`src/hw/rtl/mfs_pkg.sv`:
```
// ============================================================================
// mfs_pkg
// Shared types, opcodes, status codes and constants for the MIDI file
// serializer.
// ============================================================================
package mfs_pkg;

    // Address width default and fixed field widths
    localparam int ADDRESS_BITS_DEFAULT = 24;
    localparam int OUT_ADDR_W           = 24;
    localparam int WORD_W               = 32;
    localparam int CNT_W                = 24;
    localparam int MAX_BYTES            = 14;
    localparam int BCOUNT_W             = $clog2(MAX_BYTES + 1);
    localparam int IDX_W                = $clog2(MAX_BYTES);
    localparam int TRACK_HDR_LEN        = 8;
    localparam int LEN_FIELD_OFS        = 4;

    localparam logic [CNT_W-1:0] CNT_MAX = {CNT_W{1'b1}};

    // Input opcodes
    localparam logic [2:0] OP_BEGIN_FILE  = 3'd0;
    localparam logic [2:0] OP_BEGIN_TRACK = 3'd1;
    localparam logic [2:0] OP_DELTA       = 3'd2;
    localparam logic [2:0] OP_EVENT       = 3'd3;
    localparam logic [2:0] OP_END_TRACK   = 3'd4;

    // Result status codes
    localparam logic [2:0] ST_OK          = 3'd0;
    localparam logic [2:0] ST_BAD_FORMAT  = 3'd1;
    localparam logic [2:0] ST_NO_TRACKS   = 3'd2;
    localparam logic [2:0] ST_F0_MULTI    = 3'd3;
    localparam logic [2:0] ST_BAD_DIV     = 3'd4;
    localparam logic [2:0] ST_EMPTY_TRACK = 3'd5;
    localparam logic [2:0] ST_NO_EOT      = 3'd6;
    localparam logic [2:0] ST_DELTA_RANGE = 3'd7;

    // Configuration register indexes
    localparam logic [1:0] CFG_FILE_FORMAT = 2'd0;
    localparam logic [1:0] CFG_TRACK_COUNT = 2'd1;
    localparam logic [1:0] CFG_DIVISION    = 2'd2;

    // Configuration reset values and limits
    localparam logic [1:0]  FORMAT_RESET = 2'd1;
    localparam logic [15:0] TRACKS_RESET = 16'd1;
    localparam logic [15:0] DIV_RESET    = 16'd96;
    localparam logic [1:0]  FORMAT_MAX   = 2'd2;
    localparam logic [1:0]  FORMAT_SINGLE = 2'd0;

    // Chunk tags and fixed bytes
    localparam logic [7:0] CH_M = 8'h4D;
    localparam logic [7:0] CH_T = 8'h54;
    localparam logic [7:0] CH_H = 8'h68;
    localparam logic [7:0] CH_D = 8'h64;
    localparam logic [7:0] CH_R = 8'h72;
    localparam logic [7:0] CH_K = 8'h6B;
    localparam logic [7:0] HDR_DATA_LEN = 8'd6;
    localparam logic [7:0] VLQ_MORE     = 8'h80;
    localparam logic [23:0] END_OF_TRACK = 24'hFF2F00;

    typedef logic [7:0] octet_t;

    typedef struct packed {
        logic [1:0]  file_format;
        logic [15:0] track_count;
        logic [15:0] division;
    } cfg_t;

    // One item's worth of results, emitted at consecutive addresses
    typedef struct packed {
        octet_t [MAX_BYTES-1:0] bytes;
        logic [BCOUNT_W-1:0]    count;
        logic                   write_valid;
        logic [2:0]             status;
    } burst_t;

endpackage

```
`src/hw/rtl/midi_file_serializer_unit.sv`:
```
// ============================================================================
// midi_file_serializer_unit
// Standard MIDI file writer producing addressed byte writes.
// ============================================================================
// Usage:
//   Input channel (in_valid/in_ready) takes one opcode transaction: begin
//   file, begin track, delta time, event byte or end track. Output channel
//   (out_valid/out_ready) returns byte writes; last marks the final result
//   of each input transaction. Failed checks give one status-only result.
//   Configuration (cfg_valid/cfg_ready, always ready) sets file format,
//   track count and division; write it only while the block is idle.
// Pipeline and throughput:
//   An accepted item passes the input, burst and output registers.
//   Results leave at one per cycle while out_ready does not stall them,
//   a rate set by the burst register feeding the output register. An item
//   holds the burst register until all its results have left: 1 for an
//   event byte or a failed check, 1 to 4 for a delta, 4 for end track, 8
//   for begin track, 14 for begin file. Unused opcodes are dropped unanswered.
// Reset and stall:
//   Reset empties the pipeline, zeroes the write pointer and track state
//   and loads format 1, one track, division 96. A stalled receiver holds
//   the output register; the burst and input registers then fill and
//   in_ready drops.
// ============================================================================
module midi_file_serializer_unit
    import mfs_pkg::*;
#(
    parameter int ADDRESS_BITS = ADDRESS_BITS_DEFAULT
)
(
    input  logic                  clk,
    input  logic                  rst_n,
    input  logic                  cfg_valid,
    output logic                  cfg_ready,
    input  logic [1:0]            cfg_index,
    input  logic [15:0]           cfg_data,
    input  logic                  in_valid,
    output logic                  in_ready,
    input  logic [2:0]            opcode,
    input  logic [WORD_W-1:0]     delta_value,
    input  logic [7:0]            data_byte,
    output logic                  out_valid,
    input  logic                  out_ready,
    output logic [OUT_ADDR_W-1:0] byte_address,
    output logic [7:0]            byte_value,
    output logic                  write_valid,
    output logic [2:0]            status,
    output logic                  last
);

    cfg_t                    cfg_reg;
    logic                    in_valid_reg;
    logic [2:0]              opcode_reg;
    logic [WORD_W-1:0]       delta_reg;
    logic [7:0]              data_reg;

    logic                    slot_free;
    logic                    take;
    logic                    load;
    logic                    has_result;
    burst_t                  burst;
    logic [ADDRESS_BITS-1:0] burst_base;

    // Configuration registers
    assign cfg_ready = 1'b1;

    always_ff @(posedge clk or negedge rst_n)
    begin
        if (!rst_n)
        begin
            cfg_reg.file_format <= FORMAT_RESET;
            cfg_reg.track_count <= TRACKS_RESET;
            cfg_reg.division    <= DIV_RESET;
        end
        else if (cfg_valid)
        begin
            case (cfg_index)
                CFG_FILE_FORMAT: cfg_reg.file_format <= cfg_data[1:0];
                CFG_TRACK_COUNT: cfg_reg.track_count <= cfg_data;
                CFG_DIVISION:    cfg_reg.division    <= cfg_data;
                default:         ;
            endcase
        end
    end

    // Input register: refill as soon as its item moves on
    assign take     = in_valid_reg && slot_free;
    assign load     = take && has_result;
    assign in_ready = !in_valid_reg || take;

    always_ff @(posedge clk or negedge rst_n)
    begin
        if (!rst_n)
            in_valid_reg <= 1'b0;
        else if (in_ready)
            in_valid_reg <= in_valid;
    end

    always_ff @(posedge clk)
    begin
        if (in_valid && in_ready)
        begin
            opcode_reg <= opcode;
            delta_reg  <= delta_value;
            data_reg   <= data_byte;
        end
    end

    mfs_track_state #(
        .ADDRESS_BITS (ADDRESS_BITS)
    ) u_state (
        .clk         (clk),
        .rst_n       (rst_n),
        .cfg         (cfg_reg),
        .opcode      (opcode_reg),
        .delta_value (delta_reg),
        .data_byte   (data_reg),
        .load        (load),
        .has_result  (has_result),
        .burst       (burst),
        .burst_base  (burst_base)
    );

    mfs_byte_emitter #(
        .ADDRESS_BITS (ADDRESS_BITS)
    ) u_emit (
        .clk          (clk),
        .rst_n        (rst_n),
        .load         (load),
        .burst        (burst),
        .burst_base   (burst_base),
        .slot_free    (slot_free),
        .out_valid    (out_valid),
        .out_ready    (out_ready),
        .byte_address (byte_address),
        .byte_value   (byte_value),
        .write_valid  (write_valid),
        .status       (status),
        .last         (last)
    );

`ifndef SYNTHESIS
    // A failed check is a single status-only transaction
    a_status_only: assert property (@(posedge clk) disable iff (!rst_n)
        out_valid && status != ST_OK |-> !write_valid && last)
        else $error("error status on a byte write or a non-final result");

    // Status-only results carry zero address and value
    a_status_zero: assert property (@(posedge clk) disable iff (!rst_n)
        out_valid && !write_valid |-> status != ST_OK && byte_address == '0
        && byte_value == 8'd0)
        else $error("status-only result with bad fields");

    // The input register never drops an item while the emitter is busy
    a_hold_input: assert property (@(posedge clk) disable iff (!rst_n)
        in_valid_reg && !slot_free |=> in_valid_reg && $stable(opcode_reg))
        else $error("pending item lost while emitter busy");
`endif

endmodule

```
`src/hw/rtl/mfs_track_state.sv`:
```
// ============================================================================
// mfs_track_state
// File and track state, plus the decode of one item into its byte burst.
// ============================================================================
module mfs_track_state
    import mfs_pkg::*;
#(
    parameter int ADDRESS_BITS = ADDRESS_BITS_DEFAULT
)
(
    input  logic                    clk,
    input  logic                    rst_n,
    input  cfg_t                    cfg,
    input  logic [2:0]              opcode,
    input  logic [WORD_W-1:0]       delta_value,
    input  logic [7:0]              data_byte,
    input  logic                    load,
    output logic                    has_result,
    output burst_t                  burst,
    output logic [ADDRESS_BITS-1:0] burst_base
);

    logic [ADDRESS_BITS-1:0] wp_reg, wp_next;
    logic [ADDRESS_BITS-1:0] tho_reg, tho_next;
    logic [CNT_W-1:0]        events_reg, events_next;
    logic [CNT_W-1:0]        since_reg, since_next;
    logic [23:0]             recent_reg, recent_next;

    logic [6:0]              grp3, grp2, grp1, grp0;
    logic [2:0]              vlq_cnt;
    logic [ADDRESS_BITS-1:0] len_a;
    logic [WORD_W-1:0]       len_w;

    // Split the delta into 7-bit groups and size the quantity
    assign grp3 = delta_value[27:21];
    assign grp2 = delta_value[20:14];
    assign grp1 = delta_value[13:7];
    assign grp0 = delta_value[6:0];

    always_comb
    begin
        if (grp3 != 7'd0)
            vlq_cnt = 3'd4;
        else if (grp2 != 7'd0)
            vlq_cnt = 3'd3;
        else if (grp1 != 7'd0)
            vlq_cnt = 3'd2;
        else
            vlq_cnt = 3'd1;
    end

    // Chunk length for the open track
    assign len_a = wp_reg - tho_reg - ADDRESS_BITS'(TRACK_HDR_LEN);
    assign len_w = WORD_W'(len_a);

    // Decode the item into a burst and the next state
    always_comb
    begin
        wp_next     = wp_reg;
        tho_next    = tho_reg;
        events_next = events_reg;
        since_next  = since_reg;
        recent_next = recent_reg;
        burst       = '0;
        burst.count = BCOUNT_W'(1);
        burst_base  = '0;
        has_result  = 1'b1;
        case (opcode)
            OP_BEGIN_FILE:
            begin
                if (cfg.file_format > FORMAT_MAX)
                    burst.status = ST_BAD_FORMAT;
                else if (cfg.track_count == 16'd0)
                    burst.status = ST_NO_TRACKS;
                else if (cfg.file_format == FORMAT_SINGLE && cfg.track_count > 16'd1)
                    burst.status = ST_F0_MULTI;
                else if (cfg.division == 16'd0 || cfg.division[15])
                    burst.status = ST_BAD_DIV;
                else
                begin
                    burst.bytes[0]     = CH_M;
                    burst.bytes[1]     = CH_T;
                    burst.bytes[2]     = CH_H;
                    burst.bytes[3]     = CH_D;
                    burst.bytes[7]     = HDR_DATA_LEN;
                    burst.bytes[9]     = {6'd0, cfg.file_format};
                    burst.bytes[10]    = cfg.track_count[15:8];
                    burst.bytes[11]    = cfg.track_count[7:0];
                    burst.bytes[12]    = cfg.division[15:8];
                    burst.bytes[13]    = cfg.division[7:0];
                    burst.count        = BCOUNT_W'(MAX_BYTES);
                    burst.write_valid  = 1'b1;
                    wp_next            = ADDRESS_BITS'(MAX_BYTES);
                    tho_next           = '0;
                    events_next        = '0;
                    since_next         = '0;
                    recent_next        = '0;
                end
            end
            OP_BEGIN_TRACK:
            begin
                burst.bytes[0]    = CH_M;
                burst.bytes[1]    = CH_T;
                burst.bytes[2]    = CH_R;
                burst.bytes[3]    = CH_K;
                burst.count       = BCOUNT_W'(TRACK_HDR_LEN);
                burst.write_valid = 1'b1;
                burst_base        = wp_reg;
                tho_next          = wp_reg;
                wp_next           = wp_reg + ADDRESS_BITS'(TRACK_HDR_LEN);
                events_next       = '0;
                since_next        = '0;
                recent_next       = '0;
            end
            OP_DELTA:
            begin
                if (delta_value[31:28] != 4'd0)
                    burst.status = ST_DELTA_RANGE;
                else
                begin
                    case (vlq_cnt)
                        3'd4:
                        begin
                            burst.bytes[0] = VLQ_MORE | {1'b0, grp3};
                            burst.bytes[1] = VLQ_MORE | {1'b0, grp2};
                            burst.bytes[2] = VLQ_MORE | {1'b0, grp1};
                            burst.bytes[3] = {1'b0, grp0};
                        end
                        3'd3:
                        begin
                            burst.bytes[0] = VLQ_MORE | {1'b0, grp2};
                            burst.bytes[1] = VLQ_MORE | {1'b0, grp1};
                            burst.bytes[2] = {1'b0, grp0};
                        end
                        3'd2:
                        begin
                            burst.bytes[0] = VLQ_MORE | {1'b0, grp1};
                            burst.bytes[1] = {1'b0, grp0};
                        end
                        default:
                        begin
                            burst.bytes[0] = {1'b0, grp0};
                        end
                    endcase
                    burst.count       = BCOUNT_W'(vlq_cnt);
                    burst.write_valid = 1'b1;
                    burst_base        = wp_reg;
                    wp_next           = wp_reg + ADDRESS_BITS'(vlq_cnt);
                    if (events_reg != CNT_MAX)
                        events_next = events_reg + CNT_W'(1);
                    since_next  = '0;
                    recent_next = '0;
                end
            end
            OP_EVENT:
            begin
                burst.bytes[0]    = data_byte;
                burst.write_valid = 1'b1;
                burst_base        = wp_reg;
                wp_next           = wp_reg + ADDRESS_BITS'(1);
                if (since_reg != CNT_MAX)
                    since_next = since_reg + CNT_W'(1);
                recent_next = {recent_reg[15:0], data_byte};
            end
            OP_END_TRACK:
            begin
                if (events_reg == '0)
                    burst.status = ST_EMPTY_TRACK;
                else if (since_reg != CNT_W'(3) || recent_reg != END_OF_TRACK)
                    burst.status = ST_NO_EOT;
                else
                begin
                    burst.bytes[0]    = len_w[31:24];
                    burst.bytes[1]    = len_w[23:16];
                    burst.bytes[2]    = len_w[15:8];
                    burst.bytes[3]    = len_w[7:0];
                    burst.count       = BCOUNT_W'(LEN_FIELD_OFS);
                    burst.write_valid = 1'b1;
                    burst_base        = tho_reg + ADDRESS_BITS'(LEN_FIELD_OFS);
                    events_next       = '0;
                    since_next        = '0;
                    recent_next       = '0;
                end
            end
            default:
            begin
                has_result = 1'b0;
            end
        endcase
    end

    // Commit the state of the item that moves into the emitter
    always_ff @(posedge clk or negedge rst_n)
    begin
        if (!rst_n)
        begin
            wp_reg     <= '0;
            tho_reg    <= '0;
            events_reg <= '0;
            since_reg  <= '0;
            recent_reg <= '0;
        end
        else if (load)
        begin
            wp_reg     <= wp_next;
            tho_reg    <= tho_next;
            events_reg <= events_next;
            since_reg  <= since_next;
            recent_reg <= recent_next;
        end
    end

endmodule

```
`src/hw/rtl/mfs_byte_emitter.sv`:
```
// ============================================================================
// mfs_byte_emitter
// Holds one item's burst and plays it out one transaction per cycle
// through the output register while out_ready does not stall it.
// ============================================================================
module mfs_byte_emitter
    import mfs_pkg::*;
#(
    parameter int ADDRESS_BITS = ADDRESS_BITS_DEFAULT
)
(
    input  logic                    clk,
    input  logic                    rst_n,
    input  logic                    load,
    input  burst_t                  burst,
    input  logic [ADDRESS_BITS-1:0] burst_base,
    output logic                    slot_free,
    output logic                    out_valid,
    input  logic                    out_ready,
    output logic [OUT_ADDR_W-1:0]   byte_address,
    output logic [7:0]              byte_value,
    output logic                    write_valid,
    output logic [2:0]              status,
    output logic                    last
);

    logic                    busy_reg;
    burst_t                  burst_reg;
    logic [ADDRESS_BITS-1:0] base_reg;
    logic [IDX_W-1:0]        idx_reg;

    logic                    out_valid_reg;
    logic [OUT_ADDR_W-1:0]   addr_reg;
    logic [7:0]              value_reg;
    logic                    wv_reg;
    logic [2:0]              status_reg;
    logic                    last_reg;

    logic                    advance;
    logic                    final_byte;
    logic [ADDRESS_BITS-1:0] addr_sum;
    logic [WORD_W-1:0]       addr_wide;

    // Step when the output register is free or being drained
    assign advance    = busy_reg && (!out_valid_reg || out_ready);
    assign final_byte = (BCOUNT_W'(idx_reg) + BCOUNT_W'(1)) == burst_reg.count;
    assign slot_free  = !busy_reg || (advance && final_byte);

    assign addr_sum  = base_reg + ADDRESS_BITS'(idx_reg);
    assign addr_wide = WORD_W'(addr_sum);

    // Hold the burst and walk its index
    always_ff @(posedge clk or negedge rst_n)
    begin
        if (!rst_n)
        begin
            busy_reg <= 1'b0;
            idx_reg  <= '0;
        end
        else if (load)
        begin
            busy_reg <= 1'b1;
            idx_reg  <= '0;
        end
        else if (advance)
        begin
            if (final_byte)
                busy_reg <= 1'b0;
            else
                idx_reg <= idx_reg + IDX_W'(1);
        end
    end

    always_ff @(posedge clk)
    begin
        if (load)
        begin
            burst_reg <= burst;
            base_reg  <= burst_base;
        end
    end

    // Output register
    always_ff @(posedge clk or negedge rst_n)
    begin
        if (!rst_n)
            out_valid_reg <= 1'b0;
        else if (advance)
            out_valid_reg <= 1'b1;
        else if (out_ready)
            out_valid_reg <= 1'b0;
    end

    always_ff @(posedge clk)
    begin
        if (advance)
        begin
            addr_reg   <= addr_wide[OUT_ADDR_W-1:0];
            value_reg  <= burst_reg.bytes[idx_reg];
            wv_reg     <= burst_reg.write_valid;
            status_reg <= burst_reg.status;
            last_reg   <= final_byte;
        end
    end

    assign out_valid    = out_valid_reg;
    assign byte_address = addr_reg;
    assign byte_value   = value_reg;
    assign write_valid  = wv_reg;
    assign status       = status_reg;
    assign last         = last_reg;

endmodule
```
`config.mk`:
```
export PLATFORM = sky130hd
export DESIGN_NAME = midi_file_serializer_unit
export DESIGN_NICKNAME = d
export VERILOG_FILES = /design/src/hw/rtl/mfs_pkg.sv /design/src/hw/rtl/midi_file_serializer_unit.sv /design/src/hw/rtl/mfs_track_state.sv /design/src/hw/rtl/mfs_byte_emitter.sv
export SDC_FILE = /design/constraint.sdc
export NUM_CORES = 1
export LEC_CHECK = 0
export ABC_CLOCK_PERIOD_IN_PS = 4600
export BUFFER_PORTS_ARGS = -buffer_cell sky130_fd_sc_hd__clkbuf_2
export CAP_MARGIN = 5
export CORE_UTILIZATION = 45
export CTS_CLUSTER_SIZE = 24
export DETAILED_ROUTE_END_ITERATION = 10
export GPL_ROUTABILITY_DRIVEN = 0
export PLACE_DENSITY = 0.68
export SLEW_MARGIN = 15
export SYNTH_ARGS = -nofsm -noshare
export SYNTH_HDL_FRONTEND = slang
export SYNTH_SLANG_ARGS = --single-unit
```
`constraint.sdc`:
```
create_clock -name clk -period 4.6 [get_ports clk]
set_input_delay 0.23 -clock clk [delete_from_list [all_inputs] [get_ports clk]]
set_output_delay 0.23 -clock clk [all_outputs]
set_load 0.1 [all_outputs]
```
==> impl_metrics.json, run 1 <==
{
  "status": "completed",
  "clock_latency_ns": 0.57,
  "hold_viol": 0,
  "antenna_left": 0,
  "slew-limit-headroom_pct": 31.0,
  "slew_viol_final": 0,
  "synth-main-ff-cell": "edfxtp_1",
  "post-route-period-util_pct": 81.2,
  "routed-via-count": 13566,
  "drive_gt1_share_pct": 14.5,
  "clockBufferDepth": 3,
  "drt-wirelength-per-cell_um": 19.2,
  "critPathKind": "reg -> reg",
  "grt_max_degree": 87,
  "ys_seq_area_share_pct": 53.3,
  "grt_overflow": 0,
  "synth-edff-count": 179,
  "tns_ns": 0,
  "critical_path.max_fanout": 9,
  "regArea_um2": 9410,
  "clkSinkCount": 340,
  "hpwlAfterDp_um": 32600,
  "fp.dieH_um": 200,
  "yosysWarnings": 0,
  "synthAdderAreaFrac_pct": 4.45,
  "yosys.area_share.simple_pct": 16.1,
  "fin_nets": 1963,
  "synth.distinct_cells": 77,
  "whs_path_depth": 3,
  "viasPerCell": 5.69,
  "r2r_slack_ns": 0.87,
  "cts_tree": "yes",
  "design_area_um2": 20600,
  "min_period_ns": 3.73,
  "postCtsSetupRepairBufs": 0,
  "placementRows": 72,
  "cts_root_buf": "clkbuf_16",
  "synth_fp_nets": 1804,
  "path_clk_slew_ns": 0.07,
  "multi_input_comb_area_um2": 7600,
  "die_x_um": 200,
  "start_kind": "flip-flop",
  "mappedNetlistArea_um2": 17600,
  "fmax_mhz": 268,
  "first_global_vias": 12968,
  "initialDrtViolationCount": 1302,
  "antenna_found_initial": 0,
  "async_reset_ff_share_pct": 47.4,
  "p_leak_nw": 8.19,
  "reg2regPathDepth": 11,
  "worst_hold_slack_ns": 0.0880,
  "power_density_nw_per_um2": 534,
  "largest_reg_flops": 75,
  "setup_viol": 0,
  "worstSetupEndpointType": "flip-flop",
  "synth_xor_area_share_pct": 3.57,
  "tightest_slew_ns": 1.03,
  "track_usage_pct": 23.2,
  "synth_top_family_by_area": "simple AND/OR/NAND/NOR gates",
  "synth_mux_area_share_pct": 4.27,
  "crit_arrival_ns": 4.23,
  "skew_ns": 0.0252,
  "ir_drop_mv": 0.279,
  "r2r-start": "delta_reg[10]",
  "top_level_ports": 106,
  "ys_ff_latch": 340,
  "htreeDepth": 2,
  "required_ns": 5.10,
  "drc": 0,
  "rsz0062_at_grt": "no",
  "r2r-end": "u_state.wp_reg[20]",
  "core_area_um2": 38600,
  "cts-buffers-inserted": 39,
  "cts-hold-fix-buffers": 62,
  "holdPathEnd": "cfg_reg[33]",
  "first_pass_iters": 5,
  "syn_area_per_cell_um2": 10.5,
  "die_area_um2": 40000,
  "cts_resized": 0,
  "io_buffer_count": 104,
  "start_util_pct": 45.7,
  "hold_class": "in -> reg",
  "area_delta_synth_final_pct": 16.6,
  "wl_um": 45700,
  "syn_inst": 1677,
  "maxCapViolations": 0,
  "grt_pass1_wl_um": 71500,
  "fillers": 3328,
  "synth_compound_area_share_pct": 14.6,
  "diodes": 0,
  "layout_commonest_cell": "nand2_1",
  "dpl_cell_area_um2": 18700,
  "holdCritStartpoint": "cfg_index[0]",
  "power_w": 0.0110,
  "final_cell_mix": "nand2_1 (194), edfxtp_1 (179), o21ai_0 (160)"
}
-- cell families (layout without fill, tap and decap cells) --
group,count (synthesis),after routing
other,2,2
muxes,60,60
AOI/OAI and AO/OA,397,397
DFF,340,340
adders and majority gates,61,61
buffers and inverters,165,354
and+or+nand+nor,581,581
xor gates and xnor gates,71,71
-- metal layers --
layer	routed length (µm)	up-vias	global-route usage, %
met2	21200	476	36.5
met5	0	-	0
li1	-	6445	-
met3	2900	87	4.17
met4	1340	0	8.59
met1	20300	6558	32.2
-- worst max path at each step --
stage,depth (start not counted),startpoint,slack [ns],end
2_1_floorplan,5,u_emit.out_valid,0.88,data_reg[0]
3_3_place_gp,11,u_state.wp_reg[1],1.02,u_emit.burst_reg[23]
3_5_place_dp,11,u_state.wp_reg[1],0.91,u_emit.burst_reg[23]
4_1_cts,11,u_state.wp_reg[1],0.89,u_emit.burst_reg[23]
5_1_grt,11,delta_reg[10],0.57,u_state.wp_reg[20]
6_report,11,delta_reg[10],0.87,u_state.wp_reg[20]
-- critical path, cell delays in order, from the launching register on --
cell	delay, ns
edfxtp_1	0.44
or4_1	0.56
nor4_2	0.52
nor2_1	0.36
o21ai_0	0.25
ha_1	0.22
fa_1	0.21
a21oi_1	0.16
nand2_1	0.22
nand3_1	0.20
or3_1	0.39
a21oi_1	0.14
-- synthesized netlist by cell type (15+ instances only) --
library cell | number | area, µm²
a31oi_1 | 15 | 93.8
nor4_1 | 28 | 175
dfrtp_1 | 157 | 3930
inv_1 | 92 | 345
mux2_2 | 42 | 473
nand4_1 | 25 | 156
o21ai_0 | 160 | 801
and3_1 | 27 | 169
nor2_1 | 107 | 402
xnor2_1 | 35 | 307
nor3_1 | 22 | 110
nand2_1 | 194 | 728
ha_1 | 58 | 726
nand3_1 | 64 | 320
and2_1 | 44 | 275
nand2b_1 | 19 | 119
xor2_1 | 35 | 307
o31ai_1 | 47 | 353
a21oi_1 | 63 | 315
clkbuf_1 | 62 | 233
edfxtp_1 | 179 | 5380
-- report_power, final --
part	internal (W)	switching [W]	total (W)
Combinational	0.00116	0.00254	0.00370
Sequential	0.00385	0.000416	0.00427
Clock	0.00175	0.00128	0.00303
Total	0.00676	0.00424	0.0110
-- stage by stage --
| step | std cells | util [%] | setup WS [ns] |
|---|---|---|---|
| after floorplan | 1677 | - | 0.879 |
| after global placement | 2251 | 48.4 | 1.02 |
| after CTS | 2384 | 53.2 | 0.887 |
| after global routing | 2384 | 53.2 | 0.572 |
| after detailed placement | 2251 | 48.4 | 0.913 |
| final | 2384 | 53.2 | 0.866 |
-- layout make-up --
cell class                 instances  share of cell area, %
sequential                       340                   45.7
multi-input combinational       1172                   36.9
timing repair buffer             191                   6.49
clock buffer                      58                   5.59
tap                              518                   3.15
inverter                          92                   1.68
clock inverter                    13                  0.450
No activity file was read; power rests on OpenSTA's default activity.
==> run 2: changes to the inputs <==
--- a/config.mk
+++ b/config.mk
@@ -5,7 +5,8 @@
 export SDC_FILE = /design/constraint.sdc
 export NUM_CORES = 1
 export LEC_CHECK = 0
-export ABC_CLOCK_PERIOD_IN_PS = 4600
+export ABC_AREA = 1
+export ABC_CLOCK_PERIOD_IN_PS = 3750
 export BUFFER_PORTS_ARGS = -buffer_cell sky130_fd_sc_hd__clkbuf_2
 export CAP_MARGIN = 5
 export CORE_UTILIZATION = 45
==> constraint.sdc (replaced) <==
create_clock -name clk -period 3.75 [get_ports clk]
set_input_delay 0.1875 -clock clk [delete_from_list [all_inputs] [get_ports clk]]
set_output_delay 0.1875 -clock clk [all_outputs]
set_load 0.1 [all_outputs]
==> run 2 against run 1 <==
Effect of this change: critical path depth is 7 higher; clock skew is 0.013 ns higher; area after synthesis is 15% higher; global-route usage is 1.6 points higher; utilization is 0.67 points lower.
==> impl_metrics.json, run 2 <==
{
  "status": "completed",
  "start_util_pct": 45.7,
  "wl_um": 57200,
  "top_level_ports": 106,
  "synth_top_cell_by_area": "edfxtp_1",
  "hpwlAfterDp_um": 41500,
  "cp_num_cells": 18,
  "hold_viol": 0,
  "post-route-period-util_pct": 81.6,
  "drc": 0,
  "final_cell_mix": "nand2_1 (749), nor2_1 (364), inv_1 (302)",
  "cts_root_buf": "clkbuf_16",
  "cp_cell_sequence": "nor2_1, nand2_1, nor2_1, a21oi_1, or2_2, ha_1, fa_1, nand2_1, inv_1, nor2_1, inv_1, nand2_1, nor2_1, nand3_1, nand2_1, o21ai_1, nand3_1, nand2_1",
  "largest_reg_flops": 75,
  "hold_class": "in -> reg",
  "core_area_um2": 44300,
  "drive_gt1_share_pct": 8.69,
  "synth-main-ff-cell": "edfxtp_1",
  "area_delta_synth_final_pct": 15.0,
  "first_global_vias": 17501,
  "ys_seq_area_share_pct": 46.4,
  "worst_path_max_delay_cell": "edfxtp_1",
  "synth_fp_nets": 2768,
  "ys_ff_latch": 340,
  "critical_path.max_fanout": 6,
  "antenna_left": 0,
  "track_usage_pct": 24.8,
  "first_pass_iters": 8,
  "p_leak_nw": 10.7,
  "grt_max_degree": 87,
  "synth.most_common_cell": "nand2_1",
  "netlist_top_cells_count": "nand2_1 (749), nor2_1 (364), inv_1 (303)",
  "start_kind": "flip-flop",
  "power_density_nw_per_um2": 605,
  "cts_tree": "yes",
  "synth-edff-count": 179,
  "utilization_pct": 52.6,
  "yosys-top-cells-area": "edfxtp_1 (27%), dfrtp_1 (19%), nand2_1 (14%)",
  "routed-via-count": 18522,
  "crit_top_cell": "nand2_1",
  "initialDrtViolationCount": 2180,
  "yosysWarnings": 0,
  "die_area_um2": 45900,
  "cts-buffers-inserted": 39,
  "layout_commonest_cell": "nand2_1",
  "antenna_found_initial": 2,
  "io_buffer_count": 104,
  "syn_inst": 2641,
  "regArea_um2": 9410,
  "placementRows": 77,
  "min_period_ns": 3.06,
  "synth.distinct_cells": 54,
  "cts_resized": 0,
  "slew-limit-headroom_pct": 22.3,
  "clockBufferDepth": 3,
  "async_reset_ff_share_pct": 47.4,
  "reg2regPathDepth": 18,
  "cpPeakStageDelay_ns": 0.42,
  "setup_viol": 0,
  "path_clk_slew_ns": 0.06,
  "crit_arrival_ns": 3.57,
  "viasPerCell": 5.41,
  "syn_area_per_cell_um2": 7.67,
  "required_ns": 4.26,
  "die_x_um": 214,
  "slew_viol_final": 0,
  "maxCapViolations": 0,
  "drt-wirelength-per-cell_um": 16.7,
  "rsz0062_at_grt": "no",
  "whs_path_depth": 4,
  "clkSinkCount": 340,
  "skew_ns": 0.0377,
  "mappedNetlistArea_um2": 20300,
  "fin_nets": 2926,
  "ir_drop_mv": 0.508,
  "fmax_mhz": 327,
  "multi_input_comb_area_um2": 9240,
  "grt_pass1_wl_um": 91900,
  "tightest_slew_ns": 1.16,
  "htreeDepth": 2,
  "critPathKind": "reg -> reg",
  "clock_latency_ns": 0.58,
  "tns_ns": 0,
  "synth_top_area_share_pct": 26.5,
  "worstSetupEndpointType": "flip-flop",
  "fp.dieH_um": 214,
  "grt_overflow": 0,
  "crit_family": "simple AND/OR/NAND/NOR gates",
  "fillers": 4152,
  "worstPathBufferInverterCount": 2
}
## run 2: power breakdown
part | internal (W) | switching (W)
clock | 0.00227 | 0.00157
combinational | 0.00122 | 0.00380
sequential | 0.00482 | 0.000425
total | 0.00831 | 0.00580
## run 2: final timing paths
| check | start | end | slack [ns] |
|---|---|---|---|
| max | delta_reg[18] | u_state.wp_reg[18] | 0.69 |
| min | cfg_index[1] | cfg_reg[32] | 0.03 |
| max reg2reg | delta_reg[18] | u_state.wp_reg[18] | 0.69 |
| min reg2reg | u_emit.burst_reg[3] | u_emit.write_valid | 0.42 |
| max in group asynchronous | rst_n | u_state.tho_reg[2] | 2.54 |
| min in group asynchronous | rst_n | u_state.events_reg[10] | 0.29 |
## run 2: tightest hold or removal path, stage by stage
cell      delay [ns]
clkbuf_2        0.09
inv_1           0.04
nand3_1         0.15
o21ai_0         0.11
## run 2: final cells by class
type	count	share of cell area [%]
Antenna cell	1	0.0107
Clock buffer	56	4.90
Clock inverter	16	0.644
Inverter	323	5.21
Multi-Input combinational cell	1901	39.7
Sequential cell	340	40.4
Tap cell	592	3.18
Timing Repair Buffer	194	6.00
## run 2: kinds of logic after synthesis
| kind of cell | after synthesis | synth area share (%) |
|---|---|---|
| DFF | 340 | 46.4 |
| adders and majority gates | 61 | 3.88 |
| buffers and inverters | 400 | 7.99 |
| AOI/OAI and AO/OA | 314 | 8.57 |
| and+or+nand+nor | 1472 | 30.8 |
| xor gates and xnor gates | 52 | 2.25 |
| other | 2 | 0.0371 |
## run 2: through the flow
| step | cells | worst slack (ns) | power (W) | instance area (µm²) | hold slack [ns] |
|---|---|---|---|---|---|
| after detailed placement | 3287 | 0.755 | 0.0102 | 21400 | 0.326 |
| after global routing | 3422 | 0.436 | 0.0148 | 23300 | 0.0352 |
| after CTS | 3422 | 0.743 | 0.0141 | 23300 | 0.0170 |
| final | 3423 | 0.691 | 0.0141 | 23300 | 0.0313 |
| after floorplan | 2641 | 0.0451 | 0.00896 | 20300 | -0.108 |
| after global placement | 3287 | 0.790 | 0.0101 | 21400 | 0.313 |
## run 2: repair_timing
action / in CTS / in global routing
setup buffers: 0 / 0
hold endpoints to repair: 160 / 0
hold buffers: 63 / 0
## run 2: routing by layer
metal,GRT usage [%],share of wire [%]
met5,0,0.016
met4,9.43,3.4
met3,4.24,7.8
met2,39.0,46
met1,34.4,43
